===== src/rtl/ucrr_pkg.sv =====
// Shared types, codes and descriptor ROM for the USB control request responder.
// No dependencies; imported by every module in rtl/.
package ucrr_pkg;

    localparam int PACKET_BYTES = 32;
    localparam int PKT_W        = $clog2(PACKET_BYTES);
    localparam int QUEUE_DEPTH  = 2;
    localparam int QPTR_W       = $clog2(QUEUE_DEPTH);
    localparam int QCNT_W       = $clog2(QUEUE_DEPTH + 1);

    localparam logic [7:0] REQ_SET_ADDRESS = 8'd5;
    localparam logic [7:0] REQ_GET_DESC    = 8'd6;
    localparam logic [7:0] REQ_GET_CONFIG  = 8'd8;
    localparam logic [7:0] REQ_SET_CONFIG  = 8'd9;

    localparam logic [7:0] DESC_DEVICE = 8'd1;
    localparam logic [7:0] DESC_CONFIG = 8'd2;

    localparam logic [1:0] KIND_DATA   = 2'd0;
    localparam logic [1:0] KIND_EMPTY  = 2'd1;
    localparam logic [1:0] KIND_STATUS = 2'd2;
    localparam logic [1:0] KIND_STALL  = 2'd3;

    localparam logic [1:0] OP_STREAM = 2'd0;
    localparam logic [1:0] OP_REPLY  = 2'd1;
    localparam logic [1:0] OP_GETCFG = 2'd2;

    localparam logic [5:0] DEV_BASE = 6'd0;
    localparam logic [5:0] DEV_SIZE = 6'd18;
    localparam logic [5:0] CFG_BASE = 6'd18;
    localparam logic [5:0] CFG_SIZE = 6'd32;

    typedef struct packed {
        logic [1:0] op;
        logic [1:0] kind;
        logic [5:0] base;
        logic [5:0] count;
        logic       set_addr;
        logic       set_cfg;
        logic [6:0] value;
    } cmd_t;

    function automatic logic [7:0] rom_byte(input logic [5:0] a);
        logic [7:0] d;
        case (a)
            6'd0:  d = 8'h12;  6'd1:  d = 8'h01;  6'd2:  d = 8'h10;  6'd3:  d = 8'h01;
            6'd4:  d = 8'hDC;  6'd5:  d = 8'h00;  6'd6:  d = 8'h00;  6'd7:  d = 8'h20;
            6'd8:  d = 8'h05;  6'd9:  d = 8'h80;  6'd10: d = 8'h00;  6'd11: d = 8'h10;
            6'd12: d = 8'h00;  6'd13: d = 8'h00;  6'd14: d = 8'h00;  6'd15: d = 8'h00;
            6'd16: d = 8'h00;  6'd17: d = 8'h01;  6'd18: d = 8'h09;  6'd19: d = 8'h02;
            6'd20: d = 8'h20;  6'd21: d = 8'h00;  6'd22: d = 8'h01;  6'd23: d = 8'h01;
            6'd24: d = 8'h00;  6'd25: d = 8'h80;  6'd26: d = 8'hFA;  6'd27: d = 8'h09;
            6'd28: d = 8'h04;  6'd29: d = 8'h00;  6'd30: d = 8'h00;  6'd31: d = 8'h02;
            6'd32: d = 8'hDC;  6'd33: d = 8'hAC;  6'd34: d = 8'hBC;  6'd35: d = 8'h00;
            6'd36: d = 8'h07;  6'd37: d = 8'h05;  6'd38: d = 8'h81;  6'd39: d = 8'h02;
            6'd40: d = 8'h20;  6'd41: d = 8'h00;  6'd42: d = 8'h00;  6'd43: d = 8'h07;
            6'd44: d = 8'h05;  6'd45: d = 8'h02;  6'd46: d = 8'h02;  6'd47: d = 8'h20;
            6'd48: d = 8'h00;  6'd49: d = 8'h00;
            default: d = 8'h00;
        endcase
        return d;
    endfunction

endpackage


===== src/rtl/ucrr_front.sv =====
// Request decoder: accepts setup requests and queues commands; set-config with nonzero rtype is dropped.
// Depends on ucrr_pkg.
module ucrr_front
    import ucrr_pkg::*;
(
    input  logic        s_tvalid,
    output logic        s_tready,
    input  logic [47:0] s_tdata,   // request_type, request_code, value_low, value_high, requested_length
    input  logic        q_full,
    output logic        q_push,
    output cmd_t        q_cmd
);

    logic [7:0]  rtype;
    logic [7:0]  code;
    logic [7:0]  vlow;
    logic [7:0]  vhigh;
    logic [15:0] wlen;
    logic [5:0]  size;
    logic [5:0]  count;
    logic        drop;

    assign rtype = s_tdata[7:0];
    assign code  = s_tdata[15:8];
    assign vlow  = s_tdata[23:16];
    assign vhigh = s_tdata[31:24];
    assign wlen  = s_tdata[47:32];

    assign size  = (vhigh == DESC_DEVICE) ? DEV_SIZE : CFG_SIZE;
    assign count = (wlen < {10'd0, size}) ? wlen[5:0] : size;

    always_comb begin
        q_cmd          = '0;
        q_cmd.op       = OP_REPLY;
        q_cmd.kind     = KIND_STALL;
        q_cmd.value    = vlow[6:0];
        drop           = 1'b0;
        unique case (code)
            REQ_GET_DESC: begin
                if (vhigh == DESC_DEVICE || vhigh == DESC_CONFIG) begin
                    q_cmd.base  = (vhigh == DESC_DEVICE) ? DEV_BASE : CFG_BASE;
                    q_cmd.count = count;
                    if (count == 6'd0) begin
                        q_cmd.kind = KIND_EMPTY;
                    end else begin
                        q_cmd.op   = OP_STREAM;
                        q_cmd.kind = KIND_DATA;
                    end
                end
            end
            REQ_GET_CONFIG: begin
                q_cmd.op   = OP_GETCFG;
                q_cmd.kind = KIND_DATA;
            end
            REQ_SET_ADDRESS: begin
                q_cmd.kind     = KIND_STATUS;
                q_cmd.set_addr = 1'b1;
            end
            REQ_SET_CONFIG: begin
                if (rtype != 8'd0) begin
                    drop = 1'b1;
                end else if (vlow <= 8'd1) begin
                    q_cmd.kind    = KIND_STATUS;
                    q_cmd.set_cfg = 1'b1;
                end
            end
            default: begin
                q_cmd.kind = KIND_STALL;
            end
        endcase
    end

    assign s_tready = !q_full;
    assign q_push   = s_tvalid && s_tready && !drop;

endmodule


===== src/rtl/ucrr_queue.sv =====
// Short command queue between the request decoder and the reply engine.
// Depends on ucrr_pkg.
module ucrr_queue
    import ucrr_pkg::*;
(
    input  logic              aclk,
    input  logic              aresetn,
    input  logic              push,
    input  cmd_t              push_cmd,
    output logic              full,
    input  logic              pop,
    output logic              valid,
    output cmd_t              pop_cmd,
    output logic [QCNT_W-1:0] level
);

    cmd_t              mem [0:QUEUE_DEPTH-1];
    logic [QPTR_W-1:0] wr_ptr_reg, wr_ptr_next;
    logic [QPTR_W-1:0] rd_ptr_reg, rd_ptr_next;
    logic [QCNT_W-1:0] cnt_reg, cnt_next;

    assign full    = (cnt_reg == QCNT_W'(QUEUE_DEPTH));
    assign valid   = (cnt_reg != '0);
    assign pop_cmd = mem[rd_ptr_reg];
    assign level   = cnt_reg;

    always_comb begin
        wr_ptr_next = wr_ptr_reg;
        rd_ptr_next = rd_ptr_reg;
        cnt_next    = cnt_reg;
        if (push) begin
            wr_ptr_next = (wr_ptr_reg == QPTR_W'(QUEUE_DEPTH - 1)) ? '0 : wr_ptr_reg + 1'b1;
        end
        if (pop) begin
            rd_ptr_next = (rd_ptr_reg == QPTR_W'(QUEUE_DEPTH - 1)) ? '0 : rd_ptr_reg + 1'b1;
        end
        if (push && !pop) begin
            cnt_next = cnt_reg + 1'b1;
        end else if (pop && !push) begin
            cnt_next = cnt_reg - 1'b1;
        end
    end

    always_ff @(posedge aclk) begin
        if (push) begin
            mem[wr_ptr_reg] <= push_cmd;
        end
    end

    always_ff @(posedge aclk) begin
        if (!aresetn) begin
            wr_ptr_reg <= '0;
            rd_ptr_reg <= '0;
            cnt_reg    <= '0;
        end else begin
            wr_ptr_reg <= wr_ptr_next;
            rd_ptr_reg <= rd_ptr_next;
            cnt_reg    <= cnt_next;
        end
    end

endmodule


===== src/rtl/ucrr_back.sv =====
// Reply engine: holds address/configuration state and emits result transactions.
// Depends on ucrr_pkg; descriptor bytes come from ucrr_pkg::rom_byte.
module ucrr_back
    import ucrr_pkg::*;
(
    input  logic        aclk,
    input  logic        aresetn,
    input  logic        q_valid,
    input  cmd_t        q_cmd,
    output logic        q_pop,
    output logic        m_tvalid,
    input  logic        m_tready,
    output logic [23:0] m_tdata,   // data_byte, packet_end, device_address, configured, zero pad
    output logic        m_tlast,
    output logic [1:0]  m_tuser    // reply_kind
);

    logic             busy_reg, busy_next;
    logic [1:0]       op_reg, op_next;
    logic [1:0]       kind_reg, kind_next;
    logic [5:0]       base_reg, base_next;
    logic [5:0]       count_reg, count_next;
    logic [5:0]       idx_reg, idx_next;
    logic [PKT_W-1:0] pkt_reg, pkt_next;
    logic [6:0]       addr_reg, addr_next;
    logic             cfg_reg, cfg_next;

    logic             m_valid_reg, m_valid_next;
    logic [1:0]       m_kind_reg, m_kind_next;
    logic [7:0]       m_byte_reg, m_byte_next;
    logic             m_pend_reg, m_pend_next;
    logic             m_last_reg, m_last_next;
    logic [6:0]       m_addr_reg, m_addr_next;
    logic             m_cfg_reg, m_cfg_next;

    logic             out_free;
    logic             fin;
    logic             pkt_wrap;

    assign out_free = !m_valid_reg || m_tready;
    assign q_pop    = !busy_reg && q_valid;
    assign fin      = (idx_reg == count_reg - 6'd1);
    assign pkt_wrap = (pkt_reg == PKT_W'(PACKET_BYTES - 1));

    always_comb begin
        busy_next    = busy_reg;
        op_next      = op_reg;
        kind_next    = kind_reg;
        base_next    = base_reg;
        count_next   = count_reg;
        idx_next     = idx_reg;
        pkt_next     = pkt_reg;
        addr_next    = addr_reg;
        cfg_next     = cfg_reg;
        m_valid_next = m_valid_reg;
        m_kind_next  = m_kind_reg;
        m_byte_next  = m_byte_reg;
        m_pend_next  = m_pend_reg;
        m_last_next  = m_last_reg;
        m_addr_next  = m_addr_reg;
        m_cfg_next   = m_cfg_reg;

        if (q_pop) begin
            busy_next  = 1'b1;
            op_next    = q_cmd.op;
            kind_next  = q_cmd.kind;
            base_next  = q_cmd.base;
            count_next = q_cmd.count;
            idx_next   = '0;
            pkt_next   = '0;
            if (q_cmd.set_addr) begin
                addr_next = q_cmd.value;
            end
            if (q_cmd.set_cfg) begin
                cfg_next = q_cmd.value[0];
            end
        end

        if (out_free) begin
            m_valid_next = busy_reg;
            m_addr_next  = addr_reg;
            m_cfg_next   = cfg_reg;
            if (busy_reg) begin
                unique case (op_reg)
                    OP_STREAM: begin
                        m_kind_next = KIND_DATA;
                        m_byte_next = rom_byte(base_reg + idx_reg);
                        m_pend_next = fin || pkt_wrap;
                        m_last_next = fin;
                        idx_next    = idx_reg + 6'd1;
                        pkt_next    = pkt_wrap ? '0 : pkt_reg + 1'b1;
                        busy_next   = !fin;
                    end
                    OP_GETCFG: begin
                        m_kind_next = KIND_DATA;
                        m_byte_next = {7'd0, cfg_reg};
                        m_pend_next = 1'b1;
                        m_last_next = 1'b1;
                        busy_next   = 1'b0;
                    end
                    default: begin
                        m_kind_next = kind_reg;
                        m_byte_next = 8'd0;
                        m_pend_next = (kind_reg == KIND_EMPTY);
                        m_last_next = 1'b1;
                        busy_next   = 1'b0;
                    end
                endcase
            end
        end
    end

    always_ff @(posedge aclk) begin
        if (!aresetn) begin
            busy_reg    <= 1'b0;
            addr_reg    <= '0;
            cfg_reg     <= 1'b0;
            m_valid_reg <= 1'b0;
        end else begin
            busy_reg    <= busy_next;
            addr_reg    <= addr_next;
            cfg_reg     <= cfg_next;
            m_valid_reg <= m_valid_next;
        end
    end

    always_ff @(posedge aclk) begin
        op_reg     <= op_next;
        kind_reg   <= kind_next;
        base_reg   <= base_next;
        count_reg  <= count_next;
        idx_reg    <= idx_next;
        pkt_reg    <= pkt_next;
        m_kind_reg <= m_kind_next;
        m_byte_reg <= m_byte_next;
        m_pend_reg <= m_pend_next;
        m_last_reg <= m_last_next;
        m_addr_reg <= m_addr_next;
        m_cfg_reg  <= m_cfg_next;
    end

    assign m_tvalid = m_valid_reg;
    assign m_tdata  = {7'd0, m_cfg_reg, m_addr_reg, m_pend_reg, m_byte_reg};
    assign m_tlast  = m_last_reg;
    assign m_tuser  = m_kind_reg;

endmodule


===== src/rtl/usb_control_request_responder_top.sv =====
// Path: command queue entry, reply engine command registers, then the registered output.
// The reply engine pops the next command only when idle and sends descriptors byte by byte.
// Setup transactions are taken while the 2-entry command queue has room.
// Reset (aresetn low, synchronous) clears address, configuration, queue and output.
// Top level: decoder, command queue and reply engine. Depends on ucrr_pkg and the ucrr_* modules.
module usb_control_request_responder_top
    import ucrr_pkg::*;
(
    input  logic        aclk,
    input  logic        aresetn,
    input  logic        s_tvalid,
    output logic        s_tready,
    input  logic [47:0] s_tdata,   // request_type, request_code, value_low, value_high, requested_length
    output logic        m_tvalid,
    input  logic        m_tready,
    output logic [23:0] m_tdata,   // data_byte, packet_end, device_address, configured, zero pad
    output logic        m_tlast,
    output logic [1:0]  m_tuser    // reply_kind
);

    logic              q_full;
    logic              q_push;
    cmd_t              q_in;
    logic              q_pop;
    logic              q_valid;
    cmd_t              q_out;
    logic [QCNT_W-1:0] q_level;

    ucrr_front u_front (
        .s_tvalid (s_tvalid),
        .s_tready (s_tready),
        .s_tdata  (s_tdata),
        .q_full   (q_full),
        .q_push   (q_push),
        .q_cmd    (q_in)
    );

    ucrr_queue u_queue (
        .aclk     (aclk),
        .aresetn  (aresetn),
        .push     (q_push),
        .push_cmd (q_in),
        .full     (q_full),
        .pop      (q_pop),
        .valid    (q_valid),
        .pop_cmd  (q_out),
        .level    (q_level)
    );

    ucrr_back u_back (
        .aclk     (aclk),
        .aresetn  (aresetn),
        .q_valid  (q_valid),
        .q_cmd    (q_out),
        .q_pop    (q_pop),
        .m_tvalid (m_tvalid),
        .m_tready (m_tready),
        .m_tdata  (m_tdata),
        .m_tlast  (m_tlast),
        .m_tuser  (m_tuser)
    );

    a_nondata_is_last: assert property (@(posedge aclk) disable iff (!aresetn)
        (m_tvalid && m_tuser != KIND_DATA) |-> m_tlast)
        else $error("non-data reply not marked last");

    a_last_ends_packet: assert property (@(posedge aclk) disable iff (!aresetn)
        (m_tvalid && m_tlast && (m_tuser == KIND_DATA || m_tuser == KIND_EMPTY))
            |-> m_tdata[8])
        else $error("final data transaction without packet end");

    a_queue_bound: assert property (@(posedge aclk) disable iff (!aresetn)
        (q_level <= QCNT_W'(QUEUE_DEPTH)) && !(q_push && q_full))
        else $error("command queue overflow");

endmodule


===== config.mk =====
export PLATFORM = sky130hd
export DESIGN_NAME = usb_control_request_responder_top
export DESIGN_NICKNAME = d
export VERILOG_FILES = /design/src/rtl/ucrr_pkg.sv /design/src/rtl/ucrr_front.sv /design/src/rtl/ucrr_queue.sv /design/src/rtl/ucrr_back.sv /design/src/rtl/usb_control_request_responder_top.sv
export SDC_FILE = /design/constraint.sdc
export NUM_CORES = 1
export LEC_CHECK = 0
export BUFFER_PORTS_ARGS = -buffer_cell sky130_fd_sc_hd__buf_2
export CAP_MARGIN = 40
export CORE_ASPECT_RATIO = 1.75
export CORE_MARGIN = 4
export CORE_UTILIZATION = 56
export DETAILED_ROUTE_END_ITERATION = 6
export PLACE_DENSITY = 0.82
export SLEW_MARGIN = 20
export SYNTH_ARGS = -nofsm -noshare
export SYNTH_HDL_FRONTEND = slang
export SYNTH_SLANG_ARGS = --single-unit

===== constraint.sdc =====
create_clock -name aclk -period 3.99 [get_ports aclk]
set_input_delay 1.197 -clock aclk [delete_from_list [all_inputs] [get_ports aclk]]
set_output_delay 1.197 -clock aclk [all_outputs]
set_load 0.01 [all_outputs]

# Word level (Yosys, flattened, before mapping)
# Memories as Yosys holds them, arrays and structs flattened. A register that Yosys moved wholly into a read port is not among the register bits.
# Cells that the tools add are included.
[totals]
ram_bits = 50
romBits = 512
mem_count = 2
out_inout_bits = 29
word_cells = 105
in_bits = 52
regBits = 61
[mem_list]
columns = ["name", "words", "width", "rd", "rd_clocked_by_memory_dff", "wr", "line", "rtl"]
rows = [
  ["(no name shown)", 64, 8, 1, 0, 0, "ucrr_pkg.sv:45", "case (a)"],
  ["u_queue.mem", 2, 25, 1, 1, 1, "ucrr_queue.sv:17", "cmd_t mem [0:QUEUE_DEPTH-1];"],
]
[classes]
magnitude_cmp = 2
eq_ne = 11
n_addsub = 8
reduce_logical = 24
muxes = 39
[ops]
columns = ["op", "n"]
rows = [
  ["6-bit 2-to-1 mux", 6],
  ["5-bit 2-to-1 mux", 6],
  ["1-bit 2-to-1 mux", 18],
  ["8-bit by 3-bit equality test with 1-bit output, second input constant", 2],
  ["8-bit by 4-bit equality test with 1-bit output, second input constant", 2],
  ["16-bit by 6-bit < comparator with 1-bit output", 1],
  ["16-bit 2-to-1 mux", 1],
  ["8-bit case mux with 2 select lines", 1],
  ["12-bit 2-to-1 mux", 1],
  ["8-bit by 1-bit equality test with 1-bit output, second input constant", 1],
  ["8-bit by 2-bit equality test with 1-bit output, second input constant", 1],
  ["8-bit by 1-bit less-or-equal comparator with 1-bit output, second input constant", 1],
  ["2-bit case mux with 4 select lines", 1],
  ["8-bit nonzero test", 1],
  ["1-bit logical NOT", 7],
  ["6-bit by 1-bit adder with 6-bit output, second input constant", 1],
  ["6-bit adder", 1],
  ["6-bit equality test", 1],
  ["6-bit logical NOT", 1],
  ["2-bit 2-to-1 mux", 3],
  ["2-bit AND reduction", 3],
  ["6-bit by 1-bit subtractor with 6-bit output, second input constant", 1],
  ["5-bit by 1-bit adder with 5-bit output, second input constant", 1],
  ["5-bit equality test, second input constant", 1],
  ["12 further kinds", 21],
]

# Depth between registers and ports, before layout
# Gate-level depths: netlist of run 1.
[logic_depth]
depth_word = 9
mapped_depth = 9
ltp_nobuf = 8

# Hierarchy
# A second synthesis of run 1 with hierarchy kept.
[hier_totals]
cells_unflattened = 465
area_unflattened_um2 = 5511.5
[modules_own_cells]
columns = ["mod", "cells_per_inst", "n_inst", "area_each_um2"]
rows = [
  ["ucrr_back", 286, 1, 2965.3],
  ["ucrr_queue", 100, 1, 2024.4],
  ["ucrr_front", 79, 1, 521.8],
]

# Least setup slack after synthesis of run 1
# OpenSTA, ideal clock, no wires.
[synth_path]
kind = "input port to flip-flop"
from = "input port s_tdata[27]"
to = "memory u_queue.mem[0][21] (netlist bit), data pin"
setup_ps = 267
t_required_ps = 3723
path_slack_ps = 639
arrival_ps = 3083
path_stages = 8
path_cell_list = "or4_4 > nor2_4 > inv_2 > ha_1 > nor4b_2 > a311o_1 > nor3_2 > a2111o_1"
[synth_rtl]
columns = ["item", "line", "rtl"]
rows = [
  ["from (decl)", "usb_control_request_responder_top.sv:13", "input logic [47:0] s_tdata,"],
  ["to (decl)", "ucrr_queue.sv:17", ""],
]

==> metrics.md, run 1 <==
| Metric | Value |
|---|---|
| Initial core utilization | `57.7%` |
| CTS Buffer Depth | `2` |
| Pin count of the biggest net entering global routing | `26` |
| Leak | `between 2 and 2.5 nW` |
| Post-Synth Adder-Cell Area | `4.04%` |
| Actual slew at the worst max-slew pin | `0.814 ns` |
| Full die area | `0.0102 sq mm` |
| Switching share of power | `30.2%` |
| CTS hold repair buffers | `0` |
| Placement Cell Area | `around 0.0052 sq mm` |
| Routed Antenna Nets | `0` |
| Clock sink count | `97` |
| Worst-case clock skew | `0.00592 ns` |
| GP Congestion | `0.859` |
| Peak VDD IR | `0.000331 V` |
| Final setup violation count | `0` |
| Int Power | `2.15 mW` |
| CP peak stage delay | `around 0.57 ns` |
| Final hold vios | `0` |
| Startpoint Class | `input pin` |
| Sequential fraction of the synthesis area | `54.9%` |
| First-pass detailed-route iteration total | `5` |
| DRT iter0 DRCs | `229` |
| Slew headroom | `45.6%` |
| RSZ-0062 raised after global routing | `no` |
| CTS resizes | `0` |
| CP arrival | `3.34 ns` |
| CTS H-Tree Depth | `3` |
| Main combinational cell family by area after synthesis | `simple AND/OR/NAND/NOR gates` |
| First-pass GRT wire length | `15.7 mm` |
| Total Wirelength | `9.33 mm` |
| Clk network pwr share | `26.1%` |
| Max reg flops | `40` |
| Yosys cell types | `65` |
| GR Overflow Total | `0` |
| Fin crit period | `3.26 ns` |
| Combinational power share | `between 20% and 30%` |
| Slowest CP cell | `or4_4` |
| Root Driver | `clkbuf_16` |
| Worst EP required | `4.07 ns` |
| Setup TNS | `0 ns` |
| Total core area | `0.00837 sq mm` |
| Post-synth EDFFs | `71` |
| Post-synthesis simple-gate area fraction | `16.1%` |
| Netlist Area Pre-Place | `0.00483 sq mm` |
| Top cells by area, synth | `edfxtp_1, dfxtp_1, mux2_2, ha_1, nand2_1` |
| Die Y | `approximately 130 um` |
| I/O pins | `81` |
| CP Capture Type | `register` |
| Outcome | `completed` |
| Area share of xor/xnor cells in the synthesized design | `3.78%` |
| Slew Limit Fails | `0` |
| Compound-Gate Fraction of Synth Area | `10.2%` |
| Area Growth Syn to Fin | `14.7%` |
| Crit-path cells | `buf_2, or4_4, nor2_4, inv_2, ha_1, nor4b_2, a311o_1, nor3_2, a2111o_1` |
| Total global-route track usage | `19.5%` |
| Synth Flop Type | `edfxtp_1` |
| #FFs+latches synth | `97` |
| Share of the synthesized area in the top cell type | `between 40% and 50%` |
| Yosys warning count | `0` |
| Die width | `78.2 um` |
| Clock Latency Late Sink | `~0.34 ns` |
| Fin nets | `552` |
| Dominant cell type by area after synthesis | `edfxtp_1` |
| CTS tree | `built` |
| Post-synthesis mux area share | `6.68%` |
| Avg WL per Cell | `15.4 um` |
| Share of cells above drive strength 1 | `24.6%` |
| Fin crit share | `81.7%` |
| TritonCTS Buffers | `9` |
| Rows | `44` |
| Power, Total | `between 3 and 4 mW` |
| Via density | `5.69` |
| Syn avg cell area | `11.5 sq um` |
| Initial antenna violation count | `0` |
| Worst hold path type | `register to register` |
| Setup Buffers After CTS | `0` |
| Worst-path clk slew | `approximately 0.06 ns` |
| Ant diodes | `0` |
| Max cap viols | `0` |
| Post-DP HPWL | `6.93 mm` |
| P per Cell Area | `556 mW/mm^2` |
| DRC Markers | `0` |
| Port bufs | `73` |
| NetSw | `932 uW` |
| Crit path kind | `input pin to register` |
| Gate Count Post-Synth | `420` |
| Flop pwr share | `between 40% and 50%` |
| Asr flop ratio synth | `0%` |
| Number of global-route vias before repair | `3,402` |
| Max FO, Critical Path | `4` |
| Finished Cell Area | `about 0.0055 sq mm` |
| Max Fclk | `307 MHz` |
| Via count | `~3,500` |
power groups by stage:
| stage | Clock [mW] | Sequential [mW] | Combinational [mW] |
|---|---|---|---|
| after floorplan | 0 | 1.47 | 0.567 |
| after global placement | 0 | 1.45 | 0.789 |
| after detailed placement | 0 | 1.47 | 0.825 |
| after CTS | 0.815 | 1.45 | 0.833 |
| after global routing | 0.866 | 1.47 | 0.918 |
| final | 0.803 | 1.45 | 0.832 |
synthesized netlist by cell type, types with 4 or more instances:
library cell / instances
a211oi_1: 4
nor2_1: 21
buf_4: 9
mux2i_1: 12
clkbuf_1: 16
o21ai_1: 6
o21ai_0: 9
o211a_1: 9
inv_1: 13
o31ai_1: 4
xnor2_1: 11
nand2_1: 35
nand2b_1: 5
nor3_1: 14
nand3_1: 18
dfxtp_1: 26
and2_1: 9
nor4_1: 11
ha_1: 14
xor2_1: 8
mux2_2: 16
edfxtp_1: 71
a21oi_1: 15
and3_1: 4
worst max-delay path: cells and delay by family:
| kind | cells | cell delay [ns] |
|---|---|---|
| buf+inv | 2 | 0.17 |
| fa+ha+maj | 1 | 0.30 |
| compound gates | 2 | 0.61 |
| simple gates | 4 | 1.06 |
cell usage in the layout (no fill, tap or decap), types with 5 or more instances in the layout:
master	netlist	routed
buf_2	3	74
edfxtp_1	71	71
nand2_1	35	35
dfxtp_1	26	26
nor2_1	21	21
nand3_1	18	18
mux2_2	16	16
a21oi_1	15	15
nor3_1	14	14
ha_1	14	14
inv_1	13	13
mux2i_1	12	12
nor4_1	11	11
xnor2_1	11	11
clkbuf_16	0	10
o21ai_0	9	9
and2_1	9	9
o211a_1	9	9
xor2_1	8	8
conb_1	1	7
o21ai_1	6	6
nand2b_1	5	5
final timing paths:
check / startpoint / to / cells past startpoint / slack, ns
setup reg to reg: u_back.base_reg[1]$_DFFE_PP_ / u_back.m_byte_reg[7]$_DFFE_PP_ / 7 / 1.21
setup / recovery: s_tdata[27] / u_queue.mem[1][21]$_DFFE_PP_ / 9 / 0.73
hold / removal: u_back.addr_reg[6]$_SDFFE_PN0P_ / u_back.m_addr_reg[6]$_DFFE_PN_ / 0 / 0.44
hold reg to reg: u_back.addr_reg[6]$_SDFFE_PN0P_ / u_back.m_addr_reg[6]$_DFFE_PN_ / 0 / 0.44
metrics by stage:
stage                     setup slack (ns)  std cells  utilization [%]  hold WS (ns)
after floorplan                      0.639        426                -         0.409
after global placement               0.469        587             62.5         0.419
after detailed placement             0.400        588             62.6         0.420
after CTS                            0.749        604             66.0         0.435
after global routing                 0.594        606             66.2         0.450
final                                0.730        606             66.2         0.439
per-layer routing:
| layer | up-vias | routed length (um) | track usage (%) |
|---|---|---|---|
| met4 | 0 | 172 | 9.06 |
| met3 | 15 | 472 | 3.70 |
| met1 | 1628 | 3420 | 20.1 |
| met5 | - | 0 | 0 |
| met2 | 113 | 5270 | 37.4 |
| li1 | 1695 | - | - |
layout make-up:
type | count | area, sq um
well taps | 115 | 144
inverters | 14 | 52.6
flip-flops and latches | 97 | 2650
fillers | 647 | 2830
clock buffers | 13 | 262
clock inverters | 3 | 22.5
multi-input cells | 285 | 2000
repair buffers | 79 | 412
kinds of logic after synthesis:
group	after synthesis
xor+xnor	20
buf+inv	44
compound gates	70
simple gates	143
mux	29
other cells	1
flops	97
fa+ha+maj	16
No activity file was read; power rests on OpenSTA's default activity.
==> inputs of run 2 (changes only) <==
clock period = 3.41 ns   (was 3.99 ns; I/O delays follow)
==> run 2 against run 1 <==
Clock power up 12%. Sequential share of layout area down 0.25 points. Routed wire length down 0.24%. Power up 16%. Via count up 0.61%. Cell area up 0.52%. Non-clock buffer count up 5. Combinational power up 17%. Final cell count up 0.83%. Utilization up 0.34 points. Largest cell class unchanged.
==> metrics.md, run 2 (same netlist as run 1, synthesis figures left out) <==
| Metric | Value |
|---|---|
| Outcome | `completed` |
| Flop pwr share | `47.4%` |
| CP arrival | `approximately 3.2 ns` |
| Full die area | `0.0102 sq mm` |
| Leak | `2.18 nW` |
| Worst-case clock skew | `a little over 0.006 ns` |
| Worst EP required | `3.49 ns` |
| Most frequent cells in the layout | `buf_2, edfxtp_1, nand2_1` |
| Slowest CP cell | `or4_4` |
| Int Power | `2.47 mW` |
| Hold path start | `u_back.addr_reg[4]$_SDFFE_PN0P_` |
| Routed Antenna Nets | `0` |
| Crit path launch | `s_tdata[27]` |
| Startpoint Class | `input pin` |
| Slew headroom | `47.2%` |
| Port bufs | `73` |
| Avg WL per Cell | `approximately 15 um` |
| Die width | `78.2 um` |
| RSZ-0062 raised after global routing | `no` |
| Final setup violation count | `0` |
| Slew Limit Fails | `0` |
| Area occupied by multi-input gates | `roughly 0.002 sq mm` |
| Total Wirelength | `9.31 mm` |
| DRC Markers | `0` |
| First-pass detailed-route iteration total | `6` |
| Pin count of the biggest net entering global routing | `20` |
| Peak VDD IR | `between 0.0004 and 0.0005 V` |
| Worst hold path type | `register to register` |
| Max cap viols | `0` |
| Worst-path clk slew | `0.07 ns` |
| Total global-route track usage | `18.7%` |
| DRT iter0 DRCs | `~210` |
| Clock sink count | `between 90 and 100` |
| Initial core utilization | `approximately 58%` |
| Initial antenna violation count | `0` |
| FF+latch area | `0.00265 sq mm` |
| CTS tree | `built` |
| Switching share of power | `30.7%` |
| Pre-CTS WS | `-0.0168 ns` |
| TritonCTS Buffers | `9` |
| Root Driver | `clkbuf_16` |
| Reg2Reg Launch Point | `u_back.base_reg[1]$_DFFE_PP_` |
| Kind of cell adding the most delay to the critical path | `simple AND/OR/NAND/NOR gates` |
| Share of cells above drive strength 1 | `25.8%` |
| Fin cells | `~600` |
| GP Congestion | `0.854` |
| Finished Cell Area | `roughly 0.0056 sq mm` |
| Number of global-route vias before repair | `between 3,000 and 4,000` |
| CTS H-Tree Depth | `3` |
| Crit path kind | `input pin to register` |
| CP Capture Type | `register` |
| CTS Buffer Depth | `2` |
| Setup Buffers After CTS | `0` |
| Final cell utilization of the core | `66.6%` |
| CP Buf/Inv Count | `2` |
| CTS resizes | `0` |
| Most common cell after layout, fill and taps aside | `buf_2` |
| GR Overflow Total | `0` |
| P per Cell Area | `roughly 640 mW/mm^2` |
| NetSw | `approximately 1.1 mW` |
| Max FO, Critical Path | `4` |
| Final hold vios | `0` |
| I/O pins | `81` |
| Placement Cell Area | `0.00529 sq mm` |
| Post-route worst setup slack | `around 0.32 ns` |
| Layout fillers | `646` |
| Fin crit period | `3.09 ns` |
| Ant diodes | `0` |
| Max Fclk | `324 MHz` |
| Fin nets | `557` |
| Combinational power share | `27.3%` |
| Rows | `44` |
| Clk network pwr share | `25.3%` |
| Actual slew at the worst max-slew pin | `about 0.8 ns` |
| First-pass GRT wire length | `15.1 mm` |
| Die Y | `131 um` |
| Post-DP HPWL | `just over 7 mm` |
| Clock Latency Late Sink | `0.34 ns` |
| Area Growth Syn to Fin | `15.3%` |
| Placed cells | `594` |
| Crit-path cells | `buf_2, or4_4, nor2_4, inv_2, ha_1, nor4b_2, a311o_1, nor3_2, a2111o_1` |
| Fin crit share | `90.5%` |
| Total core area | `around 0.0084 sq mm` |
| CTS hold repair buffers | `0` |
| Via count | `3,472` |
| Via density | `between 5 and 6` |
| CP peak stage delay | `0.57 ns` |
| Max reg flops | `40` |
run 2: cell count changes in the layout (fill, tap and decap cells not counted):
cell        change
inv_6           +1
buf_8           +1
clkinvlp_4      +1
buf_4           +6
clkbuf_1        -3
clkinv_1        +1
buf_6           -1
clkinv_4        -1
buf_2           -1
clkinv_2        +2
clkbuf_16       -1
run 2: area by class of cell:
cell class,count,share of cell area (%)
sequential,97,47.6
clock buffer,9,4.04
tap,115,2.58
clock inverter,7,0.786
inverter,14,0.943
timing repair buffer,84,8.18
multi-input combinational,285,35.8
run 2: path summary, 6_finish.rpt:
check             depth (start not counted)                              to  slack [ns]
setup / recovery                          9    u_queue.mem[1][21]$_DFFE_PP_        0.32
hold reg to reg                           0  u_back.m_addr_reg[4]$_DFFE_PN_        0.44
setup reg to reg                          7  u_back.m_byte_reg[1]$_DFFE_PP_        0.83
hold / removal                            0  u_back.m_addr_reg[4]$_DFFE_PN_        0.44
run 2: power by group through the flow:
stage                     registers (mW)  logic [mW]  clock network, mW
after floorplan                     1.72       0.664                  0
after global placement              1.70       0.927                  0
after detailed placement            1.72       0.964                  0
after CTS                           1.70       0.968              0.918
after global routing                1.72        1.07              0.969
final                               1.69       0.974              0.903
run 2: layer usage:
layer  part of all wire (%)  routed length (um)  GRT usage (%)  vias up
met3                    5.6                 519           3.91       18
met1                     36                3320           18.4     1629
met4                    2.4                 227           9.06        0
met2                     56                5240           36.7      143
li1                       -                   -              -     1682
met5                      0                   0              0        -
run 2: metrics by stage:
step	hold slack, ns	total power, mW	TNS, ns
detailed placement	0.419	2.69	-0.0336
finish	0.438	3.57	0
floorplan	0.409	2.39	0
global placement	0.418	2.63	0
CTS	0.435	3.58	0
global route	0.447	3.76	0
==> inputs of run 3 (changes only) <==
ABC_AREA = 1   (was unset)
PLACE_DENSITY = 0.83   (was 0.82)
==> run 3 against run 2 <==
Worst setup slack improved by 0.43 ns. Power increased by 12%. Combinational power increased by 19%. Clock skew increased by 0.0034 ns. Hold slack got worse by 0.014 ns. Sequential cell count unchanged. Global-route usage increased by 1.5 points. Non-clock buffer count decreased by 6. Fmax increased by 16%. Synthesized cell count increased by 15%. Largest power group unchanged. Largest cell class unchanged.
==> metrics.md, run 3 <==
| Metric | Value |
|---|---|
| Die Y | `130 um` |
| Setup Buffers After CTS | `0` |
| Final cell utilization of the core | `around 67%` |
| Ant diodes | `0` |
| Top cells by area, synth | `edfxtp_1, dfxtp_1, nand2_1, a21oi_1, nor2_1` |
| First-pass detailed-route iteration total | `5` |
| Most common cell after layout, fill and taps aside | `nand2_1` |
| DRT iter0 DRCs | `231` |
| Int Power | `around 2.7 mW` |
| Via density | `about 5.4` |
| CTS H-Tree Depth | `3` |
| Startpoint Class | `input pin` |
| Top-count cell post-synth | `nand2_1` |
| CTS Buffer Depth | `2` |
| Initial antenna violation count | `0` |
| Switching share of power | `32.8%` |
| Final setup violation count | `0` |
| Clock sink count | `97` |
| Leak | `2.34 nW` |
| Clock Latency Late Sink | `0.35 ns` |
| Routed Antenna Nets | `0` |
| Worst-case clock skew | `0.00962 ns` |
| Root Driver | `clkbuf_16` |
| Most frequent cells after synthesis | `nand2_1, edfxtp_1, nor2_1` |
| DRC Markers | `0` |
| CP Capture Type | `register` |
| Asr flop ratio synth | `0%` |
| Max FO, Critical Path | `3` |
| Crit path kind | `input pin to register` |
| Fin crit period | `roughly 2.7 ns` |
| Rows | `44` |
| Combinational power share | `28.9%` |
| Avg WL per Cell | `14.3 um` |
| Layout fillers | `about 600` |
| I/O pins | `81` |
| Fin cells | `680` |
| Post-DP HPWL | `around 7.0 mm` |
| #FFs+latches synth | `slightly below 100` |
| Share of the synthesized area in the top cell type | `between 40% and 50%` |
| Post-synth EDFFs | `71` |
| Final hold vios | `0` |
| Total Wirelength | `a little under 10 mm` |
| GR Overflow Total | `0` |
| R2R setup slack | `1.06 ns` |
| Most frequent cells in the layout | `nand2_1, buf_2, edfxtp_1` |
| Total global-route track usage | `approximately a fifth` |
| Actual slew at the worst max-slew pin | `just over 0.7 ns` |
| Area Growth Syn to Fin | `16.8%` |
| Outcome | `completed` |
| RSZ-0062 raised after global routing | `no` |
| TritonCTS Buffers | `9` |
| Synth Flop Type | `edfxtp_1` |
| Sequential fraction of the synthesis area | `55.7%` |
| Worst hold path type | `register to register` |
| Placement Cell Area | `0.00523 sq mm` |
| Share of cells above drive strength 1 | `23.2%` |
| Max cap viols | `0` |
| CTS resizes | `0` |
| Slew headroom | `about half` |
| Worst-path clk slew | `0.07 ns` |
| Gate Count Post-Synth | `483` |
| Placed cells | `664` |
| NetSw | `1.31 mW` |
| Finished Cell Area | `0.00556 sq mm` |
| Worst EP required | `3.64 ns` |
| Max reg flops | `40` |
| CP arrival | `2.89 ns` |
| Fin crit share | `78.0%` |
| Full die area | `0.0101 sq mm` |
| Die width | `77.7 um` |
| Syn avg cell area | `between 9 and 10 sq um` |
| Via count | `3,642` |
| Reg2Reg Depth | `9` |
| Pin count of the biggest net entering global routing | `27` |
| Initial core utilization | `57.3%` |
| Flop pwr share | `43.5%` |
| First-pass GRT wire length | `15.9 mm` |
| CTS hold repair buffers | `0` |
| Clk network pwr share | `27.6%` |
| Setup TNS | `0 ns` |
| P per Cell Area | `719 mW/mm^2` |
| Netlist Area Pre-Place | `between 0.004 and 0.005 sq mm` |
| Dominant cell type by area after synthesis | `edfxtp_1` |
| Number of global-route vias before repair | `3,631` |
| Peak VDD IR | `0.000400 V` |
| Total core area | `0.00831 sq mm` |
| Slew Limit Fails | `0` |
| CTS tree | `built` |
| Max Fclk | `376 MHz` |
| Fin nets | `626` |
| Yosys warning count | `0` |
| Yosys cell types | `46` |
| GP Congestion | `0.895` |
| Worst Hold Path Cells | `0` |
| Port bufs | `73` |
-- run 3: cell count changes in the layout (fill, tap and decap cells not counted), moves of 12 or more --
cell     change
inv_1       +40
nand2_1     +40
nor2_1      +33
a21oi_1     +26
o21ai_0     +19
mux2i_1     -12
-- run 3: worst paths after layout --
path,start,to
worst max-delay path,s_tdata[3],u_queue.level[1]$_SDFFE_PN0P_
worst min-delay path,u_back.addr_reg[6]$_SDFFE_PN0P_,u_back.m_addr_reg[6]$_DFFE_PN_
worst max register to register,u_back.base_reg[1]$_DFFE_PP_,u_back.m_byte_reg[5]$_DFFE_PP_
worst min register to register,u_back.addr_reg[6]$_SDFFE_PN0P_,u_back.m_addr_reg[6]$_DFFE_PN_
-- run 3: per-layer routing --
metal  share of wire (%)  vias to the layer above  track usage [%]
met1                  37                     1691             19.7
met2                  54                      139             38.2
met5                   0                        -                0
met4                 4.1                        0             12.3
li1                    -                     1783                -
met3                 4.9                       29             4.42
-- run 3: worst max-delay path, cell delays in order --
cell and delay (ns):
buf_2 0.09, or2_2 0.28, nor4_1 0.34, nor2_1 0.12
nor2_1 0.20, ha_1 0.29, a21oi_1 0.13, o21ai_0 0.13
o21ai_0 0.22, a21oi_1 0.07
-- run 3: power groups by stage --
stage,sequential (mW),clock [mW],combinational [mW]
after global placement,1.74,0,1.08
after global routing,1.76,1.17,1.28
final,1.74,1.10,1.16
after detailed placement,1.75,0,1.13
after CTS,1.74,1.12,1.16
after floorplan,1.76,0,0.791
-- run 3: final cells by class --
class                           instances  area [sq um]  share of cell area [%]
Clock inverter                          7           109                    1.96
Clock buffer                            9           225                    4.05
Multi-Input combinational cell        315          1790                    32.2
Sequential cell                        97          2650                    47.7
Tap cell                              115           144                    2.59
Timing Repair Buffer                   78           415                    7.47
Inverter                               59           224                    4.03
-- run 3: kinds of logic (layout without fill, tap and decap cells) --
family	Yosys count	after routing	synth area share, %
AOI/OAI and AO/OA	89	89	10.5
xor gates and xnor gates	11	11	3.18
adders and majority gates	14	14	3.68
buffers and inverters	77	153	7.25
DFF	97	97	55.7
muxes	14	14	3.31
other	1	7	0.0787
and+or+nand+nor	180	180	16.3
-- run 3: metrics by stage --
| step | setup slack [ns] | total power [mW] | hold slack (ns) |
|---|---|---|---|
| 5_1_grt | 0.543 | 4.22 | 0.442 |
| 4_1_cts | 0.788 | 4.01 | 0.426 |
| 3_5_place_dp | 0.506 | 2.88 | 0.413 |
| 2_1_floorplan | 0.516 | 2.55 | 0.403 |
| 6_report | 0.749 | 4.00 | 0.424 |
| 3_3_place_gp | 0.629 | 2.82 | 0.415 |
